==> src/rtl/core/cifc_pkg.sv <==
// shared types and constants for the cray / ieee float converter
package cifc_pkg;

   // conversion codes carried in the mode field
   localparam logic [2:0] MODE_S_TO_CRAY = 3'd0;
   localparam logic [2:0] MODE_D_TO_CRAY = 3'd1;
   localparam logic [2:0] MODE_Q_TO_CRAY = 3'd2;
   localparam logic [2:0] MODE_CRAY_TO_S = 3'd3;
   localparam logic [2:0] MODE_CRAY_TO_D = 3'd4;
   localparam logic [2:0] MODE_CRAY_TO_Q = 3'd5;

   localparam int MODE_WIDTH  = 3;
   localparam int WORD_WIDTH  = 64;
   localparam int COUNT_WIDTH_DEFAULT = 32;

   // exponent limits and biases
   localparam logic [14:0] CRAY_EXP_MAX = 15'd24576;
   localparam int          CRAY_BIAS    = 16384;
   localparam int          Q_EXP_MAX    = 32767;
   localparam int          Q_BIAS       = 16383;
   localparam int          D_EXP_MAX    = 2047;
   localparam int          D_BIAS       = 1023;
   localparam int          S_EXP_MAX    = 255;
   localparam int          S_BIAS       = 127;

   // exponent offsets toward the cray field
   localparam logic [15:0] S_TO_CRAY_OFS = 16'(CRAY_BIAS - S_BIAS + 1);
   localparam logic [15:0] D_TO_CRAY_OFS = 16'(CRAY_BIAS - D_BIAS + 1);
   localparam logic [15:0] Q_TO_CRAY_OFS = 16'(CRAY_BIAS - Q_BIAS + 1);

   // cray exponent thresholds toward ieee
   localparam logic [14:0] S_UNF_EXP = 15'(CRAY_BIAS - S_BIAS + 2);
   localparam logic [14:0] S_OVF_EXP = 15'(CRAY_BIAS - S_BIAS + 2 + S_EXP_MAX - 1);
   localparam logic [14:0] D_UNF_EXP = 15'(CRAY_BIAS - D_BIAS + 2);
   localparam logic [14:0] D_OVF_EXP = 15'(CRAY_BIAS - D_BIAS + 2 + D_EXP_MAX - 1);
   localparam logic [14:0] Q_UNF_EXP = 15'd3;

   // mantissa patterns
   localparam logic [47:0] NORM_BIT = 48'h8000_0000_0000;
   localparam logic [47:0] NAN_MAN  = 48'h00_3C4E_614E_3E;
   localparam logic [63:0] WIDE_NAN = 64'h8000_0000_0000_0000 | ({16'd0, NAN_MAN} << 16);

   typedef struct packed {
      logic [WORD_WIDTH-1:0] result_hi;
      logic [WORD_WIDTH-1:0] result_lo;
      logic                  overflow_seen;
   } result_type;

endpackage

==> src/rtl/core/cifc_if.sv <==
// request and response channel interfaces
interface cifc_req_if;
   import cifc_pkg::*;

   logic                  valid;
   logic                  ready;
   logic [MODE_WIDTH-1:0] mode;
   logic [WORD_WIDTH-1:0] word_hi;
   logic [WORD_WIDTH-1:0] word_lo;

   modport source (output valid, output mode, output word_hi, output word_lo, input ready);
   modport sink   (input valid, input mode, input word_hi, input word_lo, output ready);
endinterface

interface cifc_rsp_if;
   import cifc_pkg::*;

   logic                  valid;
   logic                  ready;
   logic [WORD_WIDTH-1:0] result_hi;
   logic [WORD_WIDTH-1:0] result_lo;
   logic                  overflow_seen;

   modport source (output valid, output result_hi, output result_lo, output overflow_seen,
                   input ready);
   modport sink   (input valid, input result_hi, input result_lo, input overflow_seen,
                   output ready);
endinterface

==> src/rtl/core/cray_ieee_float_converter.sv <==
// top level of the cray / ieee float converter with overflow counter
//
//  channel   dir   signals                                   transfer when
//  req_chan  in    mode, word_hi, word_lo                    valid && ready
//  rsp_chan  out   result_hi, result_lo, overflow_seen       valid && ready
//  csr       in    csr_write_en, csr_write_data (count_overflows)  write_en high
//
//  one item per cycle sustained while the receiver holds ready high; a request
//  passes from the input register through the conversion logic into the result
//  register, which offers it on rsp_chan
//  reset is synchronous, active high: both stages empty, counting enabled, count zero
//  a stalled result holds in the result register while the input register still takes
//  one more item; the input side stalls only when both registers are full
module cray_ieee_float_converter #(
   parameter int COUNT_WIDTH = cifc_pkg::COUNT_WIDTH_DEFAULT
) (
   input  logic              clock,
   input  logic              reset,
   cifc_req_if.sink          req_chan,
   cifc_rsp_if.source        rsp_chan,
   input  logic              csr_write_en,
   input  logic              csr_write_data
);
   import cifc_pkg::*;

   // input register stage
   logic                  in_valid_ff;
   logic [MODE_WIDTH-1:0] in_mode_ff;
   logic [WORD_WIDTH-1:0] in_hi_ff;
   logic [WORD_WIDTH-1:0] in_lo_ff;

   // result register stage
   logic                  out_valid_ff;
   result_type            out_result_ff;
   result_type            conv_in;

   // control and status
   logic                   count_overflows_ff;
   logic [COUNT_WIDTH-1:0] overflow_count_ff;
   logic [COUNT_WIDTH-1:0] overflow_count_in;

   logic out_advance;
   logic in_advance;
   logic req_xfer;

   // result register frees up when empty or when its transfer completes
   assign out_advance = !out_valid_ff || rsp_chan.ready;
   // input register moves on into the result register
   assign in_advance  = in_valid_ff && out_advance;
   assign req_chan.ready = !in_valid_ff || out_advance;
   assign req_xfer    = req_chan.valid && req_chan.ready;

   cifc_convert u_convert (
      .mode    (in_mode_ff),
      .word_hi (in_hi_ff),
      .word_lo (in_lo_ff),
      .result  (conv_in)
   );

   // saturating count of true overflows, taken as the item enters the result register
   always_comb begin
      overflow_count_in = overflow_count_ff;
      if (in_advance && conv_in.overflow_seen && count_overflows_ff
          && !(&overflow_count_ff)) begin
         overflow_count_in = overflow_count_ff + COUNT_WIDTH'(1);
      end
   end

   // control state
   always_ff @(posedge clock) begin
      if (reset) begin
         in_valid_ff        <= 1'b0;
         out_valid_ff       <= 1'b0;
         count_overflows_ff <= 1'b1;
         overflow_count_ff  <= '0;
      end else begin
         if (req_chan.ready) begin
            in_valid_ff <= req_chan.valid;
         end
         if (out_advance) begin
            out_valid_ff <= in_valid_ff;
         end
         if (csr_write_en) begin
            count_overflows_ff <= csr_write_data;
         end
         overflow_count_ff <= overflow_count_in;
      end
   end

   // payload registers
   always_ff @(posedge clock) begin
      if (req_xfer) begin
         in_mode_ff <= req_chan.mode;
         in_hi_ff   <= req_chan.word_hi;
         in_lo_ff   <= req_chan.word_lo;
      end
      if (in_advance) begin
         out_result_ff <= conv_in;
      end
   end

   assign rsp_chan.valid         = out_valid_ff;
   assign rsp_chan.result_hi     = out_result_ff.result_hi;
   assign rsp_chan.result_lo     = out_result_ff.result_lo;
   assign rsp_chan.overflow_seen = out_result_ff.overflow_seen;

endmodule

==> src/rtl/core/cifc_convert.sv <==
// combinational conversion of one word in any of the six modes
module cifc_convert (
   input  logic [2:0]           mode,
   input  logic [63:0]          word_hi,
   input  logic [63:0]          word_lo,
   output cifc_pkg::result_type result
);
   import cifc_pkg::*;

   // ieee to cray side
   logic        to_sign;
   logic        is_max;
   logic        is_zero;
   logic        is_nan;
   logic [15:0] to_exp;
   logic [63:0] wide;
   logic [49:0] rnd_sum;
   logic [48:0] man49;
   logic [15:0] exp_tot;
   logic [63:0] cray_word;

   // cray to ieee side
   logic [14:0] c_exp;
   logic        c_finite;
   logic [15:0] s_diff;
   logic [15:0] d_diff;
   logic [25:0] s_rnd;
   logic [30:0] s_body;
   logic [62:0] d_body;

   always_comb begin
      to_sign = word_hi[63];
      is_max  = 1'b0;
      is_zero = 1'b0;
      is_nan  = 1'b0;
      to_exp  = 16'd0;
      wide    = 64'd0;
      case (mode)
         MODE_S_TO_CRAY: begin
            to_sign = word_hi[31];
            is_max  = word_hi[30:23] == 8'(S_EXP_MAX);
            is_zero = word_hi[30:23] == 8'd0;
            is_nan  = word_hi[22:0] != 23'd0;
            to_exp  = {8'd0, word_hi[30:23]} + S_TO_CRAY_OFS;
            // single keeps its mantissa exactly, no round term below bit 15
            wide    = {1'b1, word_hi[22:0], 40'd0};
         end
         MODE_D_TO_CRAY: begin
            is_max  = word_hi[62:52] == 11'(D_EXP_MAX);
            is_zero = word_hi[62:52] == 11'd0;
            is_nan  = word_hi[51:0] != 52'd0;
            to_exp  = {5'd0, word_hi[62:52]} + D_TO_CRAY_OFS;
            wide    = {1'b1, word_hi[51:0], 11'd0};
         end
         default: begin
            is_max  = word_hi[62:48] == 15'(Q_EXP_MAX);
            is_zero = word_hi[62:48] == 15'd0;
            is_nan  = (word_hi[47:0] != 48'd0) || (word_lo != 64'd0);
            to_exp  = {1'b0, word_hi[62:48]} + Q_TO_CRAY_OFS;
            wide    = {1'b1, word_hi[47:0], 15'd0};
         end
      endcase

      if (is_max) begin
         to_exp = {1'b0, CRAY_EXP_MAX};
      end

      // single nan takes the pattern unrounded, wide formats round it
      if (mode == MODE_S_TO_CRAY) begin
         rnd_sum = 50'd0;
         man49   = {1'b0, NORM_BIT | ((is_max && is_nan) ? NAN_MAN
                                                         : {1'b0, word_hi[22:0], 24'd0})};
         if (is_max && !is_nan) begin
            man49 = {1'b0, NORM_BIT};
         end
      end else begin
         rnd_sum = {1'b0, ((is_max && is_nan) ? WIDE_NAN[63:15] : wide[63:15])} + 50'd1;
         man49   = {rnd_sum[49], rnd_sum[48:1] | NORM_BIT};
      end

      exp_tot = to_exp + {15'd0, man49[48]};
      if (is_zero) begin
         cray_word = 64'd0;
      end else if (exp_tot[15]) begin
         cray_word = {to_sign, CRAY_EXP_MAX, NORM_BIT};
      end else begin
         cray_word = {to_sign, exp_tot[14:0], man49[47:0]};
      end

      // cray to ieee
      c_exp    = word_hi[62:48];
      c_finite = c_exp < CRAY_EXP_MAX;
      s_diff   = {1'b0, c_exp} - {1'b0, S_UNF_EXP};
      d_diff   = {1'b0, c_exp} - {1'b0, D_UNF_EXP};
      s_rnd    = ({1'b0, word_hi[47:23]} + 26'd1) >> 1;
      s_body   = {s_diff[7:0], 23'd0} + {5'd0, s_rnd};
      d_body   = {d_diff[10:0], 52'd0} + {10'd0, word_hi[47:0], 5'd0};

      result = '0;
      case (mode)
         MODE_S_TO_CRAY, MODE_D_TO_CRAY, MODE_Q_TO_CRAY: begin
            result.result_hi = cray_word;
         end
         MODE_CRAY_TO_S: begin
            if (c_exp >= S_OVF_EXP) begin
               result.result_hi     = {32'd0, word_hi[63], 8'(S_EXP_MAX), 23'd0};
               result.overflow_seen = c_finite;
            end else if (c_exp < S_UNF_EXP) begin
               result.result_hi = {32'd0, word_hi[63], 31'd0};
            end else begin
               result.result_hi = {32'd0, word_hi[63], s_body};
            end
         end
         MODE_CRAY_TO_D: begin
            if (c_exp >= D_OVF_EXP) begin
               result.result_hi     = {word_hi[63], 11'(D_EXP_MAX), 52'd0};
               result.overflow_seen = c_finite;
            end else if (c_exp < D_UNF_EXP) begin
               result.result_hi = {word_hi[63], 63'd0};
            end else begin
               result.result_hi = {word_hi[63], d_body};
            end
         end
         MODE_CRAY_TO_Q: begin
            if (!c_finite) begin
               result.result_hi = {word_hi[63], 15'(Q_EXP_MAX), 48'd0};
            end else if (c_exp < Q_UNF_EXP) begin
               result.result_hi = {word_hi[63], 63'd0};
            end else begin
               result.result_hi = {word_hi[63], c_exp - 15'd2, word_hi[46:0], 1'b0};
            end
         end
         default: begin
            result = '0;
         end
      endcase
   end

endmodule

==> src/flat_wrapper.sv <==
// flat-port wrapper written by rule: the top's interface ports become plain ports
module cray_ieee_float_converter_flat import cifc_pkg::*;
#(
   parameter int COUNT_WIDTH = cifc_pkg::COUNT_WIDTH_DEFAULT
)
  (clock, reset, csr_write_en, csr_write_data, req_chan_valid, req_chan_mode, req_chan_word_hi, req_chan_word_lo, req_chan_ready, rsp_chan_valid, rsp_chan_result_hi, rsp_chan_result_lo, rsp_chan_overflow_seen, rsp_chan_ready);
  cifc_req_if req_chan_i ();
  cifc_rsp_if rsp_chan_i ();
  input  logic clock;
  input  logic reset;
  input  logic csr_write_en;
  input  logic csr_write_data;
  input wire logic [$bits(req_chan_i.valid)-1:0] req_chan_valid;
  input wire logic [$bits(req_chan_i.mode)-1:0] req_chan_mode;
  input wire logic [$bits(req_chan_i.word_hi)-1:0] req_chan_word_hi;
  input wire logic [$bits(req_chan_i.word_lo)-1:0] req_chan_word_lo;
  output wire logic [$bits(req_chan_i.ready)-1:0] req_chan_ready;
  output wire logic [$bits(rsp_chan_i.valid)-1:0] rsp_chan_valid;
  output wire logic [$bits(rsp_chan_i.result_hi)-1:0] rsp_chan_result_hi;
  output wire logic [$bits(rsp_chan_i.result_lo)-1:0] rsp_chan_result_lo;
  output wire logic [$bits(rsp_chan_i.overflow_seen)-1:0] rsp_chan_overflow_seen;
  input wire logic [$bits(rsp_chan_i.ready)-1:0] rsp_chan_ready;
  assign req_chan_i.valid = req_chan_valid;
  assign req_chan_i.mode = req_chan_mode;
  assign req_chan_i.word_hi = req_chan_word_hi;
  assign req_chan_i.word_lo = req_chan_word_lo;
  assign req_chan_ready = req_chan_i.ready;
  assign rsp_chan_valid = rsp_chan_i.valid;
  assign rsp_chan_result_hi = rsp_chan_i.result_hi;
  assign rsp_chan_result_lo = rsp_chan_i.result_lo;
  assign rsp_chan_overflow_seen = rsp_chan_i.overflow_seen;
  assign rsp_chan_i.ready = rsp_chan_ready;
  cray_ieee_float_converter #(.COUNT_WIDTH(COUNT_WIDTH)) u_core (.clock(clock), .reset(reset), .req_chan(req_chan_i), .rsp_chan(rsp_chan_i), .csr_write_en(csr_write_en), .csr_write_data(csr_write_data));
endmodule
==> config.mk <==
export PLATFORM = sky130hd
export DESIGN_NAME = cray_ieee_float_converter_flat
export DESIGN_NICKNAME = d
export VERILOG_FILES = /design/src/rtl/core/cifc_pkg.sv /design/src/rtl/core/cifc_if.sv /design/src/rtl/core/cray_ieee_float_converter.sv /design/src/rtl/core/cifc_convert.sv /design/src/flat_wrapper.sv
export SDC_FILE = /design/constraint.sdc
export NUM_CORES = 1
export LEC_CHECK = 0
export BUFFER_PORTS_ARGS = -buffer_cell sky130_fd_sc_hd__buf_2
export CORE_MARGIN = 2
export CORE_UTILIZATION = 30
export CTS_BUF_LIST = sky130_fd_sc_hd__clkbuf_8
export DETAILED_ROUTE_END_ITERATION = 8
export PLACE_DENSITY = 0.53
export SLEW_MARGIN = 10
export SYNTH_ARGS = -nofsm -noshare
export SYNTH_HDL_FRONTEND = slang
export SYNTH_HIERARCHICAL = 1
export SYNTH_SLANG_ARGS = --single-unit
==> constraint.sdc <==
create_clock -name clock -period 7.8 [get_ports clock]
set_input_delay 1.17 -clock clock [delete_from_list [all_inputs] [get_ports clock]]
set_output_delay 1.17 -clock clock [all_outputs]
set_load 0.03 [all_outputs]
==> Word level (Yosys, flattened, before mapping) <==
Index checks and enable logic that the tools add are counted.
{ "op_classes": {"n_eq_ne": 8, "mux": 23, "n_reduce_logical": 19, "add_sub_neg": 11, "n_lt_le_gt_ge": 6} }
{ "ops": {"columns": ["op", "count"], "rows": [
  ["two-way mux 63 bit", 5],
  ["one-hot mux 64 bit (4 select lines)", 1],
  ["one-hot mux 63 bit (2 select lines)", 1],
  ["two-way mux 49 bit", 2],
  ["two-way mux 47 bit", 2],
  ["two-way mux 64 bit", 1],
  ["nonzero test 64 bit", 1],
  ["adder 63 x 53 -> 63 bit", 1],
  ["two-way mux 31 bit", 2],
  ["nonzero test 52 bit", 1],
  ["adder 49 x 1 -> 50 bit, second input constant", 1],
  ["nonzero test 48 bit", 1],
  ["one-hot mux 16 bit (2 select lines)", 1],
  ["adder 31 x 25 -> 31 bit", 1],
  ["greater-or-equal comparator 15 bit, second input constant", 2],
  ["< comparator 15 x 14 -> 1 bit, second input constant", 2],
  ["adder 25 x 1 -> 26 bit, second input constant", 1],
  ["nonzero test 23 bit", 1],
  ["adder 15 x 2 -> 16 bit, second input constant", 1],
  ["adder 16 x 1 -> 16 bit", 1],
  ["two-way mux 16 bit", 1],
  ["adder 11 x 14 -> 15 bit, second input constant", 1],
  ["adder 8 x 14 -> 15 bit, second input constant", 1],
  ["equality test 15 bit, second input constant", 1],
  ["20 further kinds", 34]
]} }
{ "totals": {"output_inout_bits": 131, "input_bits": 137, "ff_bits": 198, "word_cells": 74} }

==> Longest topological paths before layout <==
{ "depth": {"ltp_word": 11, "ltp_mapped": 20, "mapped_depth_nobuf": 16} }

==> Cells and area by module <==
The synthesis kept the hierarchy.
{ "by_module_without_submodules": {"columns": ["module", "cells_per_inst", "seq_area_each_um2", "n_inst", "area_each_um2"], "rows": [
  ["cray_ieee_float_converter", 270, 7847.5, 1, 7911.3],
  ["cifc_convert", 1101, 0.0, 1, 7339.5]
]} }

==> Worst setup path before layout <==
No wires, ideal clock.
{ "synth_path": {"path_kind": "reg2reg", "from": "reg u_core.in_mode_ff[2]", "to": "reg u_core.out_result_ff, in the netlist u_core/rsp_chan.result_hi[48], data pin", "t_arrival_ns": 4.125, "path_stages_with_launch": 17, "period_less_slack_ns": 4.386, "slack_ns": 3.414, "path_buffers": 2, "t_required_ns": 7.539, "setup_time_ns": 0.261, "path_cell_list": "edfxtp_1 > or2_1 > buf_2 > buf_2 > o31ai_2 > nand3_1 > nand4bb_2 > nor2_1 > nand2_1 > nor3_1 > ha_1 > o2111a_1 > nand3_1 > nor4_1 > a41oi_4 > and2_4 > a221o_1"} }
{ "synth_lines": {"columns": ["item", "line_no", "rtl"], "rows": [
  ["from (decl)", "cray_ieee_float_converter.sv:28", "logic [MODE_WIDTH-1:0] in_mode_ff;"],
  ["from (signal assigned)", "cray_ieee_float_converter.sv:93", "in_mode_ff <= req_chan.mode;"],
  ["to (signal assigned)", "cray_ieee_float_converter.sv:98", "out_result_ff <= conv_in;"],
  ["to (decl)", "cray_ieee_float_converter.sv:34", "result_type out_result_ff;"]
]} }

==> metrics.txt <==
outcome finished clean; mapped cell area 15250 um^2; async set-reset flop share out of synthesis 0; die area 52660 um^2; number of clock sinks seen by CTS 262; clock slew at the register clock pins of the worst setup and hold paths 60 ps; Worst Hold Class reg2reg; clk root buf sky130_fd_sc_hd__clkbuf_8; # Post-CTS Setup Buffers 0; minimum clock period after layout 6128 ps; count of nets left with antenna violations after detail routing 0; Final Net Count 1767; top post-synthesis cells by area sky130_fd_sc_hd__edfxtp_1 (51%), sky130_fd_sc_hd__xnor2_1 (4.2%), sky130_fd_sc_hd__buf_4 (3.6%), sky130_fd_sc_hd__o21ai_0 (2.5%), sky130_fd_sc_hd__xor2_1 (2.4%); CTS Hold Buffers Added 0; Clk Latency, worst-skew pair 600 ps; MaxCap Viol Count 0; reg-to-reg setup timing slack 1670 ps; Worst Max-Slew Pin Slew 1061 ps; Cells after DPL 2229; CP max FO 30; PD cells 197.9 nW/um^2; cell internal pwr 2544 uW; Area Growth Syn to Fin 17.31%; Congestion Overflow GR 0; sequential share of the synthesized area 0.5146; relative contribution of sequential cells to total power 0.492; number of gates resized after cts 0; Core Region 50170 um^2; count of flip-flops with a built-in enable after synthesis 260; Final Routed Wirelength 52420 um; GP Congestion 0.9221; CTS tree built; PnR worst setup slack 1672 ps; aggregate negative setup slack 0 ps; global-route wire length before repair 77510 um; maximum clock skew at final layout 26.35 ps; number of buffers created by CTS 50; Crit Path Category reg2reg; worst-case setup slack after placement 1846 ps; count of H-tree levels built during CTS 2; count of final hold-check violations 0; start point of the worst hold path u_core/in_valid_ff$_SDFFE_PP0P_; P_leak 0.006450 uW; I/O pin cnt 268; data arrival time of the critical path 6420 ps; endpoint of the worst hold path u_core/rsp_chan.valid$_SDFFE_PP0P_; type of element capturing the critical path flip-flop; required time at the endpoint of the critical path 8090 ps; headroom to the max-slew limit 0.2909; part of the total power dissipated in the clock network 0.364; x dimension of the die 229.5 um; dominant cell by count in the synthesized netlist sky130_fd_sc_hd__edfxtp_1; fin area 17890 um^2; via count of the first global-routing pass 12.36k; cell accounting for the most synthesized area sky130_fd_sc_hd__edfxtp_1; switching portion of total power 0.2816; Via density 5.408; count of yosys warnings during synthesis 6; # DRC 0; Die Ht 229.5 um; RSZ-0062 raised after global routing false; Synth cell types 98; Cell Rows 82; crit-path cells nor2_4 -> mux2i_1 -> nor3_1 -> nand4bb_2 -> nor2_1 -> nand2_1 -> nor3_1 -> ha_1 -> o2111a_1 -> nand3_1 -> nor4_1 -> a41oi_4 -> nand3_1 -> buf_4 -> o211ai_1; count of non-filler cells in the finished layout 2318; Detailed Place HPWL 36600 um; largest vdd supply drop 0.1172 mV; Mean Syn Cell Area 11.12 um^2; Reg2Reg Launch Point u_core/in_mode_ff[2]$_DFFE_PP_; cell area reported after detailed placement 16940 um^2; Slowest Stage Delay on Critical Path 970 ps; maximum clock rate 163.2 MHz; initial cell density of the core 0.3040; dominant register cell in the synthesized netlist sky130_fd_sc_hd__edfxtp_1; routed wire length per instance 22.61 um; final worst path period share 0.7856; Bufs on Longest Clock Path 3; share of the synthesized area in the top cell type 0.5119; worst hold path stage count 2; drt first pass iters 6; number of standard cells after synthesis 1371; antenna violations before repair 12; length in cells of the worst reg-to-reg path 15; number of port buffers 265; type of origin of the critical path flip-flop; slowest library cell on the worst path sky130_fd_sc_hd__nor2_4; total vias in the final route 12.54k; worst flop-to-flop path endpoint u_core/rsp_chan.result_hi[31]$_DFFE_PP_; power spent charging and discharging nets 996.9 uW; layout cells sized above 1 0.2552; aggregate global-route resource usage 0.1932; total setup violations reported at the end of the flow 0; Iter 0 DRT Violations 1535; share of power burned in combinational logic 0.145; Max Transition Viols Final 0; pin count of the biggest net entering global routing 78; flop and latch count out of synthesis 262; commonest cells in the netlist sky130_fd_sc_hd__edfxtp_1 (260), sky130_fd_sc_hd__nand2_1 (83), sky130_fd_sc_hd__o21ai_0 (76), sky130_fd_sc_hd__buf_4 (73), sky130_fd_sc_hd__xnor2_1 (73)
-- kinds of logic (layout without fill, tap and decap cells) --
group,after synthesis,after routing,synth area share
xor gates and xnor gates,115,115,0.06604
adders and majority gates,21,21,0.01772
AOI/OAI and AO/OA,302,302,0.1396
muxes,51,51,0.03511
other,1,68,0.0002459
DFF,262,262,0.5146
buffers and inverters,192,400,0.06818
and+or+nand+nor,427,427,0.1585
-- power groups by stage --
stage | sequential (uW) | combinational [uW] | clock (uW)
2_1_floorplan | 1780 | 317 | 0
3_3_place_gp | 1770 | 503 | 0
3_5_place_dp | 1770 | 506 | 0
4_1_cts | 1740 | 508 | 1360
5_1_grt | 1750 | 552 | 1420
6_report | 1740 | 512 | 1290
-- worst max path at each step --
stage,start,to,cells past startpoint
detailed placement,u_core/in_mode_ff[2]$_DFFE_PP_,u_core/rsp_chan.result_hi[31]$_DFFE_PP_,15
finish,u_core/in_mode_ff[2]$_DFFE_PP_,u_core/rsp_chan.result_hi[31]$_DFFE_PP_,15
floorplan,u_core/in_mode_ff[2]$_DFFE_PP_,u_core/rsp_chan.result_hi[48]$_DFFE_PP_,16
CTS,u_core/in_mode_ff[2]$_DFFE_PP_,u_core/rsp_chan.result_hi[31]$_DFFE_PP_,15
global placement,u_core/in_mode_ff[2]$_DFFE_PP_,u_core/rsp_chan.result_hi[31]$_DFFE_PP_,15
global route,u_core/in_mode_ff[2]$_DFFE_PP_,u_core/rsp_chan.result_hi[31]$_DFFE_PP_,15
-- area by class of cell --
class | count | area [um^2]
diodes | 4 | 10.01
flip-flops and latches | 262 | 7848
clock buffers | 53 | 729.5
clock inverters | 32 | 207.7
inverters | 20 | 75.07
fillers | 5016 | 32280
multi-input cells | 980 | 6629
repair buffers | 295 | 1551
well taps | 672 | 840.8
-- cells in the final DEF (no fill, tap or decap), drive strengths merged, types with 15 or more instances in the layout --
| cell type | count |
|---|---|
| a21oi | 47 |
| a222oi | 30 |
| a22oi | 17 |
| and2 | 16 |
| and3 | 16 |
| buf | 295 |
| clkbuf | 53 |
| clkinv | 15 |
| conb | 64 |
| edfxtp | 260 |
| ha | 20 |
| inv | 33 |
| mux2 | 20 |
| mux2i | 31 |
| nand2 | 85 |
| nand3 | 53 |
| nand4 | 30 |
| nor2 | 72 |
| nor3 | 30 |
| nor4 | 47 |
| o211ai | 16 |
| o21ai | 95 |
| xnor2 | 73 |
| xor2 | 42 |
-- worst max-delay path, delay by kind of cell, from the launching register on --
| family | cells | cell delay (ps) |
|---|---|---|
| AO/OA/AOI/OAI | 3 | 690 |
| adder cells (fa/ha/maj) | 1 | 260 |
| buffers and inverters | 1 | 310 |
| flip-flops | 1 | 750 |
| multiplexers | 1 | 330 |
| AND/OR/NAND/NOR | 9 | 3460 |
-- through the flow --
step                      hold slack (ps)    util  total power (uW)
after floorplan                     461.3       -              2096
after global placement              482.6  0.3377              2268
after detailed placement            505.7  0.3377              2273
after CTS                           514.8  0.3564              3608
after global routing                524.6  0.3564              3720
final                               503.6  0.3566              3540
-- metal layers --
layer | track usage | share of wire | up-vias
met4 | 0.07853 | 0.033 | 18
met1 | 0.2527 | 0.41 | 6026
li1 | - | - | 5626
met2 | 0.2968 | 0.45 | 734
met3 | 0.05939 | 0.11 | 131
met5 | 0 | 0.0022 | -
-- sequential cells by signal, indices dropped and copies added (netlist names) --
register                       count
u_core/in_hi_ff                   64
u_core/in_lo_ff                   64
u_core/rsp_chan.result_hi         64
u_core/rsp_chan.result_lo         64
u_core/in_mode_ff                  3
u_core/in_valid_ff                 1
u_core/rsp_chan.overflow_seen      1
u_core/rsp_chan.valid              1
No activity file was read; power rests on OpenSTA's default activity.
